`src/rgbnpe_pkg.sv`:
```
// Shared types, constants and helper functions for the RGB node pattern engine.
// No dependencies; imported by rgbnpe_next, rgb_node_pattern_engine and the testbench.
`timescale 1ns / 1ps
`default_nettype none

package rgbnpe_pkg;

	localparam int NodeCount  = 10;
	localparam int ChildCount = 6;
	localparam int NodeW      = 3;
	localparam int PatternW   = NodeCount * NodeW;

	localparam logic [NodeW-1:0] ColR = 3'h1;
	localparam logic [NodeW-1:0] ColG = 3'h2;
	localparam logic [NodeW-1:0] ColB = 3'h4;

	typedef logic [NodeW-1:0] colour_t;
	typedef logic [PatternW-1:0] pattern_t;

	typedef enum logic [3:0] {
		OP_SET_NODE    = 4'd0,
		OP_SET_MAIN    = 4'd1,
		OP_SET_CHILD   = 4'd2,
		OP_SET_ALL     = 4'd3,
		OP_ROTATE      = 4'd4,
		OP_FLOOD_LEFT  = 4'd5,
		OP_FLOOD_RIGHT = 4'd6,
		OP_FLOOD_LIFT  = 4'd7,
		OP_LIFT        = 4'd8
	} opcode_t;

	typedef enum logic [1:0] {
		SEED_RING = 2'd0,
		SEED_RGB  = 2'd1,
		SEED_PAIR = 2'd2,
		SEED_MIX  = 2'd3
	} seed_t;

	// One command as held in the input stage.
	typedef struct packed {
		logic [3:0] opcode;
		logic [3:0] node_index;
		colour_t    colour;
		logic       init;
		logic       direction;
		logic       auto_switch;
		logic [1:0] seed;
	} cmd_t;

	// Colour cycle R, G, B, RG, GB, BR, RGB, then R again; off goes to R.
	function automatic colour_t next_colour(input colour_t c);
		colour_t r;
		case (c)
			3'h0:    r = ColR;
			3'h1:    r = ColG;
			3'h2:    r = ColB;
			3'h3:    r = ColG | ColB;
			3'h4:    r = ColR | ColG;
			3'h5:    r = ColR | ColG | ColB;
			3'h6:    r = ColB | ColR;
			default: r = ColR;
		endcase
		return r;
	endfunction

endpackage

`default_nettype wire

```
`src/rgbnpe_next.sv`:
```
// Next-pattern logic: applies one command to the current node pattern.
// Depends on rgbnpe_pkg.
`timescale 1ns / 1ps
`default_nettype none

module rgbnpe_next (
	input  wire  rgbnpe_pkg::cmd_t     cmd,
	input  wire  rgbnpe_pkg::pattern_t cur_pattern,
	output rgbnpe_pkg::pattern_t       nxt_pattern
);
	import rgbnpe_pkg::*;

	colour_t old_n [NodeCount];
	colour_t new_n [NodeCount];
	colour_t fill;

	always_comb begin
		for (int n = 0; n < NodeCount; n++) begin
			old_n[n] = cur_pattern[n*NodeW +: NodeW];
		end
	end

	always_comb begin
		for (int n = 0; n < NodeCount; n++) begin
			new_n[n] = old_n[n];
		end
		fill = '0;
		case (cmd.opcode)
			OP_SET_NODE: begin
				if (cmd.node_index < 4'(NodeCount)) begin
					new_n[cmd.node_index] = cmd.colour;
				end
			end
			OP_SET_MAIN: begin
				for (int n = ChildCount; n < NodeCount; n++) new_n[n] = cmd.colour;
			end
			OP_SET_CHILD: begin
				for (int n = 0; n < ChildCount; n++) new_n[n] = cmd.colour;
			end
			OP_SET_ALL: begin
				for (int n = 0; n < NodeCount; n++) new_n[n] = cmd.colour;
			end
			OP_ROTATE: begin
				case (cmd.seed)
					SEED_RGB: begin
						new_n[0] = ColR; new_n[1] = ColG; new_n[2] = ColB;
						new_n[3] = ColR; new_n[4] = ColG; new_n[5] = ColB;
					end
					SEED_PAIR: begin
						new_n[0] = ColR | ColG; new_n[1] = ColG | ColB;
						new_n[2] = ColB | ColR; new_n[3] = ColR | ColG;
						new_n[4] = ColG | ColB; new_n[5] = ColB | ColR;
					end
					SEED_MIX: begin
						new_n[0] = ColR | ColB; new_n[1] = ColG | ColR;
						new_n[2] = ColB | ColG; new_n[3] = ColR | ColB;
						new_n[4] = ColG | ColR; new_n[5] = ColB | ColG;
					end
					default: begin
						for (int n = 0; n < ChildCount; n++) begin
							if (cmd.direction) begin
								new_n[n] = old_n[(n + 1) % ChildCount];
							end else begin
								new_n[n] = old_n[(n + ChildCount - 1) % ChildCount];
							end
						end
					end
				endcase
			end
			OP_FLOOD_LEFT: begin
				if (cmd.init) begin
					for (int n = 1; n < ChildCount; n++) new_n[n] = '0;
					new_n[0] = cmd.colour;
				end else if (cmd.auto_switch && old_n[ChildCount-1] == old_n[0]) begin
					new_n[0] = next_colour(old_n[0]);
				end else begin
					for (int n = 1; n < ChildCount; n++) new_n[n] = old_n[n-1];
				end
			end
			OP_FLOOD_RIGHT: begin
				if (cmd.init) begin
					for (int n = 0; n < ChildCount - 1; n++) new_n[n] = '0;
					new_n[ChildCount-1] = cmd.colour;
				end else if (cmd.auto_switch && old_n[ChildCount-1] == old_n[0]) begin
					new_n[ChildCount-1] = next_colour(old_n[0]);
				end else begin
					for (int n = 0; n < ChildCount - 1; n++) new_n[n] = old_n[n+1];
				end
			end
			OP_FLOOD_LIFT: begin
				if (cmd.init) begin
					for (int n = ChildCount; n < NodeCount; n++) new_n[n] = '0;
					if (cmd.direction) begin
						new_n[ChildCount] = cmd.colour;
					end else begin
						new_n[NodeCount-1] = cmd.colour;
					end
				end else begin
					if (cmd.auto_switch && old_n[NodeCount-1] == old_n[ChildCount]) begin
						fill = next_colour(old_n[ChildCount]);
					end else if (cmd.direction) begin
						fill = old_n[ChildCount];
					end else begin
						fill = old_n[NodeCount-1];
					end
					if (cmd.direction) begin
						for (int n = ChildCount + 1; n < NodeCount; n++) new_n[n] = old_n[n-1];
						new_n[ChildCount] = fill;
					end else begin
						for (int n = ChildCount; n < NodeCount - 1; n++) new_n[n] = old_n[n+1];
						new_n[NodeCount-1] = fill;
					end
				end
			end
			OP_LIFT: begin
				// Main nodes scroll with a period of three: the end node takes
				// the colour that left the opposite end two steps earlier.
				if (cmd.init) begin
					new_n[6] = ColR; new_n[7] = ColG; new_n[8] = ColB; new_n[9] = ColR;
				end else if (cmd.direction) begin
					new_n[6] = old_n[7]; new_n[7] = old_n[8];
					new_n[8] = old_n[9]; new_n[9] = old_n[7];
				end else begin
					new_n[7] = old_n[6]; new_n[8] = old_n[7];
					new_n[9] = old_n[8]; new_n[6] = old_n[8];
				end
			end
			default: begin
			end
		endcase
	end

	always_comb begin
		for (int n = 0; n < NodeCount; n++) begin
			nxt_pattern[n*NodeW +: NodeW] = new_n[n];
		end
	end

endmodule

`default_nettype wire

```
`src/rgb_node_pattern_engine.sv`:
```
// Top level of the RGB node pattern engine: input stage, pattern register, handshakes.
// Depends on rgbnpe_pkg and rgbnpe_next.
`timescale 1ns / 1ps
`default_nettype none

// The engine holds ten 3-bit RGB nodes (children 0-5, main 6-9) and returns the
// whole 30-bit pattern after every command, one result per command. A command
// is captured in an input register and moves into the pattern register once the
// output slot is free or being taken; a new command can be taken every cycle
// while out_ready does not stall the output. The pattern register doubles as the
// output register; while a result waits on out_ready, one more command can be
// held in the input stage. Reset clears every node to off.

module rgb_node_pattern_engine (
	input  wire        clk,
	input  wire        arst_n,
	input  wire        in_valid,
	output logic       in_ready,
	input  wire  [3:0] opcode,
	input  wire  [3:0] node_index,
	input  wire  [2:0] colour,
	input  wire        init,
	input  wire        direction,
	input  wire        auto_switch,
	input  wire  [1:0] seed,
	output logic       out_valid,
	input  wire        out_ready,
	output logic [29:0] led_pattern
);
	import rgbnpe_pkg::*;

	cmd_t     cmd_s1;
	logic     valid_s1;
	pattern_t pattern_q;
	logic     out_valid_q;
	pattern_t nxt_pattern;
	logic     advance;

	assign advance  = valid_s1 && (!out_valid_q || out_ready);
	assign in_ready = !valid_s1 || advance;

	rgbnpe_next u_next (
		.cmd         (cmd_s1),
		.cur_pattern (pattern_q),
		.nxt_pattern (nxt_pattern)
	);

	always_ff @(posedge clk or negedge arst_n) begin
		if (!arst_n) begin
			valid_s1 <= 1'b0;
		end else if (in_ready) begin
			valid_s1 <= in_valid;
		end
	end

	always_ff @(posedge clk) begin
		if (in_ready && in_valid) begin
			cmd_s1 <= '{opcode: opcode, node_index: node_index, colour: colour,
				init: init, direction: direction, auto_switch: auto_switch,
				seed: seed};
		end
	end

	// The pattern only changes when a command moves into the output slot, so
	// the waiting result stays stable until it is taken.
	always_ff @(posedge clk or negedge arst_n) begin
		if (!arst_n) begin
			pattern_q   <= '0;
			out_valid_q <= 1'b0;
		end else begin
			if (advance) begin
				pattern_q <= nxt_pattern;
			end
			if (advance) begin
				out_valid_q <= 1'b1;
			end else if (out_ready) begin
				out_valid_q <= 1'b0;
			end
		end
	end

	assign out_valid   = out_valid_q;
	assign led_pattern = pattern_q;

endmodule

`default_nettype wire

```
`config.mk`:
```
export PLATFORM = sky130hd
export DESIGN_NAME = rgb_node_pattern_engine
export DESIGN_NICKNAME = d
export VERILOG_FILES = /design/src/rgbnpe_pkg.sv /design/src/rgbnpe_next.sv /design/src/rgb_node_pattern_engine.sv
export SDC_FILE = /design/constraint.sdc
export NUM_CORES = 1
export LEC_CHECK = 0
export CORE_UTILIZATION = 45
export CTS_CLUSTER_DIAMETER = 30
export CTS_CLUSTER_SIZE = 10
export DETAILED_ROUTE_END_ITERATION = 12
export DONT_BUFFER_PORTS = 1
export PLACE_DENSITY = 0.6
export SYNTH_ARGS = -nofsm -noshare
export SYNTH_HDL_FRONTEND = slang
export SYNTH_SLANG_ARGS = --single-unit
```
`constraint.sdc`:
```
create_clock -name clk -period 6.5 [get_ports clk]
set_clock_uncertainty 0.1 [all_clocks]
set_input_delay 0.325 -clock clk [delete_from_list [all_inputs] [get_ports clk]]
set_output_delay 0.325 -clock clk [all_outputs]
set_load 0.02 [all_outputs]
```
==> run metrics, run 1 <==
combinational power share about a quarter; adder-cell share of the synthesized area 0%; via count roughly 3300; CP delay by family, top flip-flops; setup_tns 0 ps; antenna-violating nets left 0; part of the power in the clock network 17.8%; CTS tree done; per-instance average area after synthesis 9.29 µm²; setup violators final 0; DRC 0; Total GRT Usage 25.7%; sequential element share of the synthesized area between 30% and 40%; Cell Area, Synth around 3700 µm²; Leak 1.41 nW; VDD IR max 0.173 mV; Max transition margin 36.6%; Placement Cell Area 3700 µm²; period utilisation layout 41.5%; Hold Path Class in -> reg; CTS H-Tree Depth 2; DR WL/cell 21.7 µm; async set or reset register ratio after synthesis 66.7%; Fmax 0.371 GHz; Post-synth EDFFs 16; wire length of the first global-routing pass 17000 µm; Design Area, Final 3980 µm²; Final min period 2700 ps; largest net degree at the start of global routing 41; worst slack at placement 3820 ps; Post-Synthesis Cells between 300 and 400; Hold WS about 26 ps; Initial Util 47.0%; final WL 10900 µm; RR Startpoint cmd_s1[4]; Nets 417; vias in the first global route slightly above 3000; drt initial violations 355; critical path buffer and inverter count 0; Sw Share 43.8%; sequential share of power 56.5%; dpl hpwl between 7000 and 8000 µm; main combinational cell family by area after synthesis compound AO/OA/AOI/OAI gates; # clock sinks 48; Hold Path Sink valid_s1; Post-CTS Setup Inserts 0; Worst-Margin Slew about 950 ps; DRT Pass-1 Iters 5; final cell count without fillers 500; CORE AREA 7850 µm²; Std-Cell Rows 32; clk buf depth 2; largest area contributor in the synthesized netlist dfrtp_1; slowest library cell on the worst path edfxtp_1; TritonCTS buffer count 5; CP arrival 2800 ps; R2R setup slack 3800 ps; Internal Pwr Total 0.581 mW; status finished clean; commonest register cell after synthesis dfrtp_1; R2R depth 5; mux contribution to synthesized area 11.5%; Die Y about 93 µm; largest cells by area after synthesis dfrtp_1 22%, edfxtp_1 13%, mux2_2 8.2%; Worst-path clk slew roughly 100 ps; CP Cell Sequence or3b_1, a21oi_2, a2111oi_4, o21ai_2, mux2_2; Synth Area in XOR/XNOR 1.42%; syn_nets 417; hold path startpoint in_valid; PD cells 260 nW/µm²; CP Data Required Time 6600 ps; CP peak stage delay 880 ps; vias per cell 6.60; FF+latch count, synth 48; worst skew pair latency slightly above 300 ps; horizontal die dimension 92.6 µm; CP max FO 25; CP endpoint kind register; Worst setup SP type register; Max Cap Viol 0; diode count 0; IO buf count 0; Overflow after GRT 0; # placed instances 474; YS warnings 0; Psw around 0.45 mW; RSZ-0062 raised after global routing false; IO Pins 52; Cells on Worst Hold Path 1; Final GP Congestion 0.966; Crit Path Class reg -> reg; Final Max Slew Viols 0; post-synth cell types 67; share of the synthesized area in the top cell type 21.7%; Compound-Gate Fraction of Synth Area 28.0%; final worst slack 3800 ps; final hold vios 0; Area growth syn-to-layout 7.77%; initial antenna violation count 0; Post-Synth Simple-Gate Area 19.7%; die area 8570 µm²; clk root buf clkbuf_8; share of layout cells above drive strength 1 16.3%
-- Yosys cell counts (4+ instances only) --
| master | n |
|---|---|
| nor2_1 | 34 |
| nand2_1 | 33 |
| dfrtp_1 | 32 |
| mux2_2 | 27 |
| a21oi_1 | 24 |
| o21ai_0 | 24 |
| a221oi_1 | 18 |
| edfxtp_1 | 16 |
| clkbuf_1 | 12 |
| nand2b_1 | 12 |
| o211ai_1 | 12 |
| buf_2 | 11 |
| inv_1 | 11 |
| mux2i_1 | 11 |
| a211oi_1 | 7 |
| nor3_1 | 7 |
| a31oi_1 | 6 |
| nand3_1 | 6 |
| nor2b_1 | 6 |
| xnor2_1 | 6 |
| a2111oi_4 | 4 |
| a22oi_1 | 4 |
| a32oi_1 | 4 |
| and3_1 | 4 |
| o21ai_2 | 4 |
| or3_1 | 4 |
-- logic make-up (layout without fill, tap and decap cells) --
logic type / after synthesis / after routing
DFF: 48 / 48
xor gates and xnor gates: 6 / 6
buffers and inverters: 37 / 38
and+or+nand+nor: 135 / 135
AOI/OAI and AO/OA: 132 / 132
muxes: 39 / 39
-- worst reg2reg max path, stage by stage (launching register included) --
cell	delay, ps
edfxtp_1	880
or3b_1	440
a21oi_2	80
a2111oi_4	580
o21ai_2	200
mux2_2	320
-- per-stage QoR --
step                      util, %  power, mW
after global placement       47.1      0.832
after floorplan                 -      0.754
after CTS                    48.6       1.02
after detailed placement     47.1      0.836
final                        50.7       1.03
after global routing         50.7       1.09
-- layout make-up --
| class | count | area [µm²] |
|---|---|---|
| timing repair buffer | 19 | 198 |
| inverter | 11 | 41.3 |
| fill | 745 | 3870 |
| tap | 102 | 128 |
| clock inverter | 2 | 16.3 |
| sequential | 48 | 1280 |
| multi-input combinational | 312 | 2240 |
| clock buffer | 6 | 72.6 |
-- how the worst max path moves through the flow --
stage	from	to	slack, ps	cells past startpoint
3_5_place_dp	cmd_s1[4]	register	3820	5
6_report	cmd_s1[4]	register	3800	5
2_1_floorplan	register	register	4280	6
5_1_grt	cmd_s1[4]	register	3660	5
3_3_place_gp	cmd_s1[4]	register	3840	5
4_1_cts	cmd_s1[4]	register	3790	5
-- layout by cell type, fill, tap and decap left out, types with 3 or more instances in the layout --
cell type       n
o21ai_2         4
dlygate4sd3_1  17
nand3_1         6
and2_1          3
a221oi_1       18
nor2_2          3
a22oi_1         4
nand2_1        33
and3_1          4
nor3_1          7
inv_1          11
a211oi_1        7
a31oi_1         6
or3_1           4
mux2i_1        11
mux2_2         27
nand2b_1       12
a21oi_1        24
dfrtp_1        32
edfxtp_1       16
clkbuf_8        5
or2_2           3
xnor2_1         6
o211ai_1       12
nor2_1         34
a221o_1         3
nand3b_1        3
a32oi_1         4
o21ai_0        24
a2111oi_4       4
nor2b_1         6
-- routing by layer --
layer / track usage (%) / routed length (µm) / up-vias
li1: - / - / 1515
met1: 39.2 / 5030 / 1567
met2: 36.4 / 4700 / 204
met3: 5.09 / 1010 / 16
met4: 7.42 / 119 / 0
met5: 0 / 0 / -
-- timing repair --
item,in CTS,in global routing
endpoints found under the hold margin,32,16
hold buffers,2,16
gates resized for setup,0,0
-- power by group through the flow --
stage	Clock (mW)	Combinational, mW	Sequential [mW]
3_3_place_gp	0	0.245	0.587
6_report	0.184	0.265	0.584
3_5_place_dp	0	0.248	0.588
4_1_cts	0.184	0.256	0.580
5_1_grt	0.195	0.296	0.596
2_1_floorplan	0	0.246	0.508
No activity file was read; power rests on OpenSTA's default activity.
==> run 2, diff against run 1 <==
--- a/config.mk
+++ b/config.mk
@@ -5,6 +5,7 @@
 export SDC_FILE = /design/constraint.sdc
 export NUM_CORES = 1
 export LEC_CHECK = 0
+export ABC_AREA = 1
 export CORE_UTILIZATION = 45
 export CTS_CLUSTER_DIAMETER = 30
 export CTS_CLUSTER_SIZE = 10
==> constraint.sdc (replaced) <==
create_clock -name clk -period 2.5 [get_ports clk]
set_clock_uncertainty 0.1 [all_clocks]
set_input_delay 0.125 -clock clk [delete_from_list [all_inputs] [get_ports clk]]
set_output_delay 0.125 -clock clk [all_outputs]
set_load 0.02 [all_outputs]
==> run metrics, run 2 <==
worst skew pair latency 310 ps (about the same); commonest register cell after synthesis dfrtp_1; CP arrival 2210 ps (-590 ps); setup_tns 0 ps (unchanged); CP Data Required Time 2610 ps (-3990 ps); Leak 1.94 nW (+38%); CP endpoint kind register; diode count 0 (unchanged); Overflow after GRT 0 (unchanged); share of the synthesized area in the top cell type 21.3% (-0.43 points); Std-Cell Rows 32 (unchanged); sequential element share of the synthesized area 34.0% (-0.69 points); Cell Area, Synth 3760 µm² (+2.0%); Placement Cell Area 3910 µm² (+5.7%); post-synth cell types 36 (-46%); die area 8740 µm² (+2.0%); largest cells by area after synthesis dfrtp_1 21%, nand2_1 19%, edfxtp_1 13%; Area growth syn-to-layout 12.4%; Worst-path clk slew 100 ps (about the same); Max Cap Viol 0 (unchanged); DR WL/cell 17.9 µm (-18%); share of layout cells above drive strength 1 8.02% (-8.3 points); via count 4075 (+23%); PD cells 773 nW/µm² (+200%); Crit Path Class reg -> reg; initial antenna violation count 0 (unchanged); clk buf depth 2 (unchanged); Fillers 818 (+9.8%); Worst-Margin Slew 598 ps (-351 ps); vias per cell 5.72 (-13%); Design Area, Final 4230 µm² (+6.4%); horizontal die dimension 93.5 µm (+0.99%); Initial Util 47.5% (+0.47 points); largest net degree at the start of global routing 45 (+9.8%); TritonCTS buffer count 5 (unchanged); most frequent cells in the layout 189 x nand2_1, 67 x nor2_1, 67 x inv_1; Post-synth EDFFs 16 (unchanged); status finished clean; Post-Synthesis Cells 589 (+48%); setup violators final 0 (unchanged); drt initial violations 411 (+16%); Fmax 0.475 GHz (+28%); IO buf count 0 (unchanged); FF+latch count, synth 48 (unchanged); Commonest cells post-synth 189 x nand2_1, 67 x inv_1, 67 x nor2_1, 53 x o21ai_0, 38 x nand3_1; DRT Pass-1 Iters 6 (+1); final WL 12800 µm (+17%); DRC 0 (unchanged); Max transition margin 60.0% (+23 points); Hold Path Class in -> async; clk root buf clkbuf_8; antenna-violating nets left 0 (unchanged); Total GRT Usage 30.3% (+4.6 points); VDD IR max 0.326 mV (+88%); commonest non-fill, non-tap cell in the layout nand2_1; CTS H-Tree Depth 2 (unchanged); count leader, synth nand2_1; dpl hpwl 9390 µm (+21%); vias in the first global route 3774 (+25%); IO Pins 52 (unchanged); CORE AREA 7930 µm² (+1.0%); RSZ-0062 raised after global routing false; async set or reset register ratio after synthesis 66.7% (unchanged); YS warnings 0 (unchanged); Die Y 93.5 µm (+0.99%); Final min period 2110 ps (-588 ps); CTS tree done; RR Startpoint cmd_s1[15]; Final GP Congestion 0.967 (+0.10%); # clock sinks 48 (unchanged); wire length of the first global-routing pass 20100 µm (+18%); syn_nets 609 (+46%); CP max FO 9 (-64%); Final Max Slew Viols 0 (unchanged); Worst setup SP type register; final hold vios 0 (unchanged); CP startpoint cmd_s1[15]; Nets 630 (+51%); period utilisation layout 84.3% (+43 points); largest area contributor in the synthesized netlist dfrtp_1; per-instance average area after synthesis 6.39 µm² (-31%)
[run 2: cell count changes in the layout (fill, tap and decap cells not counted), moves of 7 or more]
cell,previous run,this run
inv_1,11,67
buf_4,1,8
nand2_1,33,189
nand2b_1,12,0
mux2_2,27,0
nor2_1,34,67
o211ai_1,12,3
a221oi_1,18,0
mux2i_1,11,0
o21ai_0,24,53
a21oi_1,24,33
nand3_1,6,38
[run 2: per-stage QoR]
stage | power, mW | cells | utilization, % | setup slack, ps | hold slack [ps]
after CTS | 3.26 | 713 | 53.4 | 417 | 148
after global routing | 3.50 | 713 | 53.4 | 268 | 167
final | 3.27 | 713 | 53.4 | 393 | 154
after detailed placement | 2.62 | 685 | 49.3 | 432 | -270
after global placement | 2.62 | 685 | 49.3 | 492 | -270
after floorplan | 2.28 | 589 | - | 778 | -271
[run 2: worst paths after layout]
kind	end	slack [ps]	cells past startpoint
max in group asynchronous	out_valid	1940	2
hold / removal	asynchronous set/reset pin	150	2
min in group clk	cmd_s1[11]	330	1
setup reg to reg	register	390	11
setup / recovery	register	390	11
hold reg to reg	out_valid	500	2
[run 2: logic make-up (layout without fill, tap and decap cells)]
| group | count (synthesis) | in the layout | share of synthesized area, % |
|---|---|---|---|
| compound gates | 122 | 122 | 18.9 |
| buf+inv | 90 | 112 | 9.24 |
| flops | 48 | 48 | 34.0 |
| simple gates | 329 | 329 | 37.8 |
[run 2: worst max-delay path: stages, from the launching register on]
cell and delay, ps:
edfxtp_1 430, inv_1 100, nand2_1 120, inv_2 140, nand3_4 160, nor2_4 260, nand3_1 140, and2_4 180
nand2_2 150, nor2_2 70, nand2_1 80, nand2_1 60
[run 2: where the power goes]
| group | internal, mW | leakage (nW) | switching (mW) |
|---|---|---|---|
| clock | 0.302 | 0.0548 | 0.295 |
| sequential | 1.01 | 0.563 | 0.559 |
| combinational | 0.375 | 1.32 | 0.725 |
| total | 1.69 | 1.94 | 1.58 |
[run 2: layout make-up]
| class | count | area [µm²] | share of cell area (%) |
|---|---|---|---|
| Multi-Input combinational cell | 451 | 2140 | 50.5 |
| Tap cell | 102 | 128 | 3.02 |
| Timing Repair Buffer | 29 | 290 | 6.86 |
| Inverter | 75 | 282 | 6.65 |
| Clock buffer | 5 | 68.8 | 1.63 |
| Sequential cell | 48 | 1280 | 30.3 |
| Clock inverter | 3 | 46.3 | 1.09 |
[run 2: metal layers]
metal / wire [µm] / track usage [%]
met3: 1350 / 6.75
met2: 5570 / 46.3
met1: 5560 / 42.8
met5: 0 / 0
met4: 266 / 8.33
[run 2: repair_timing]
item	4_1_cts	5_1_grt
gates resized for setup	0	0
endpoints found under the hold margin	50	0
buffers inserted	0	0
hold buffers	20	0
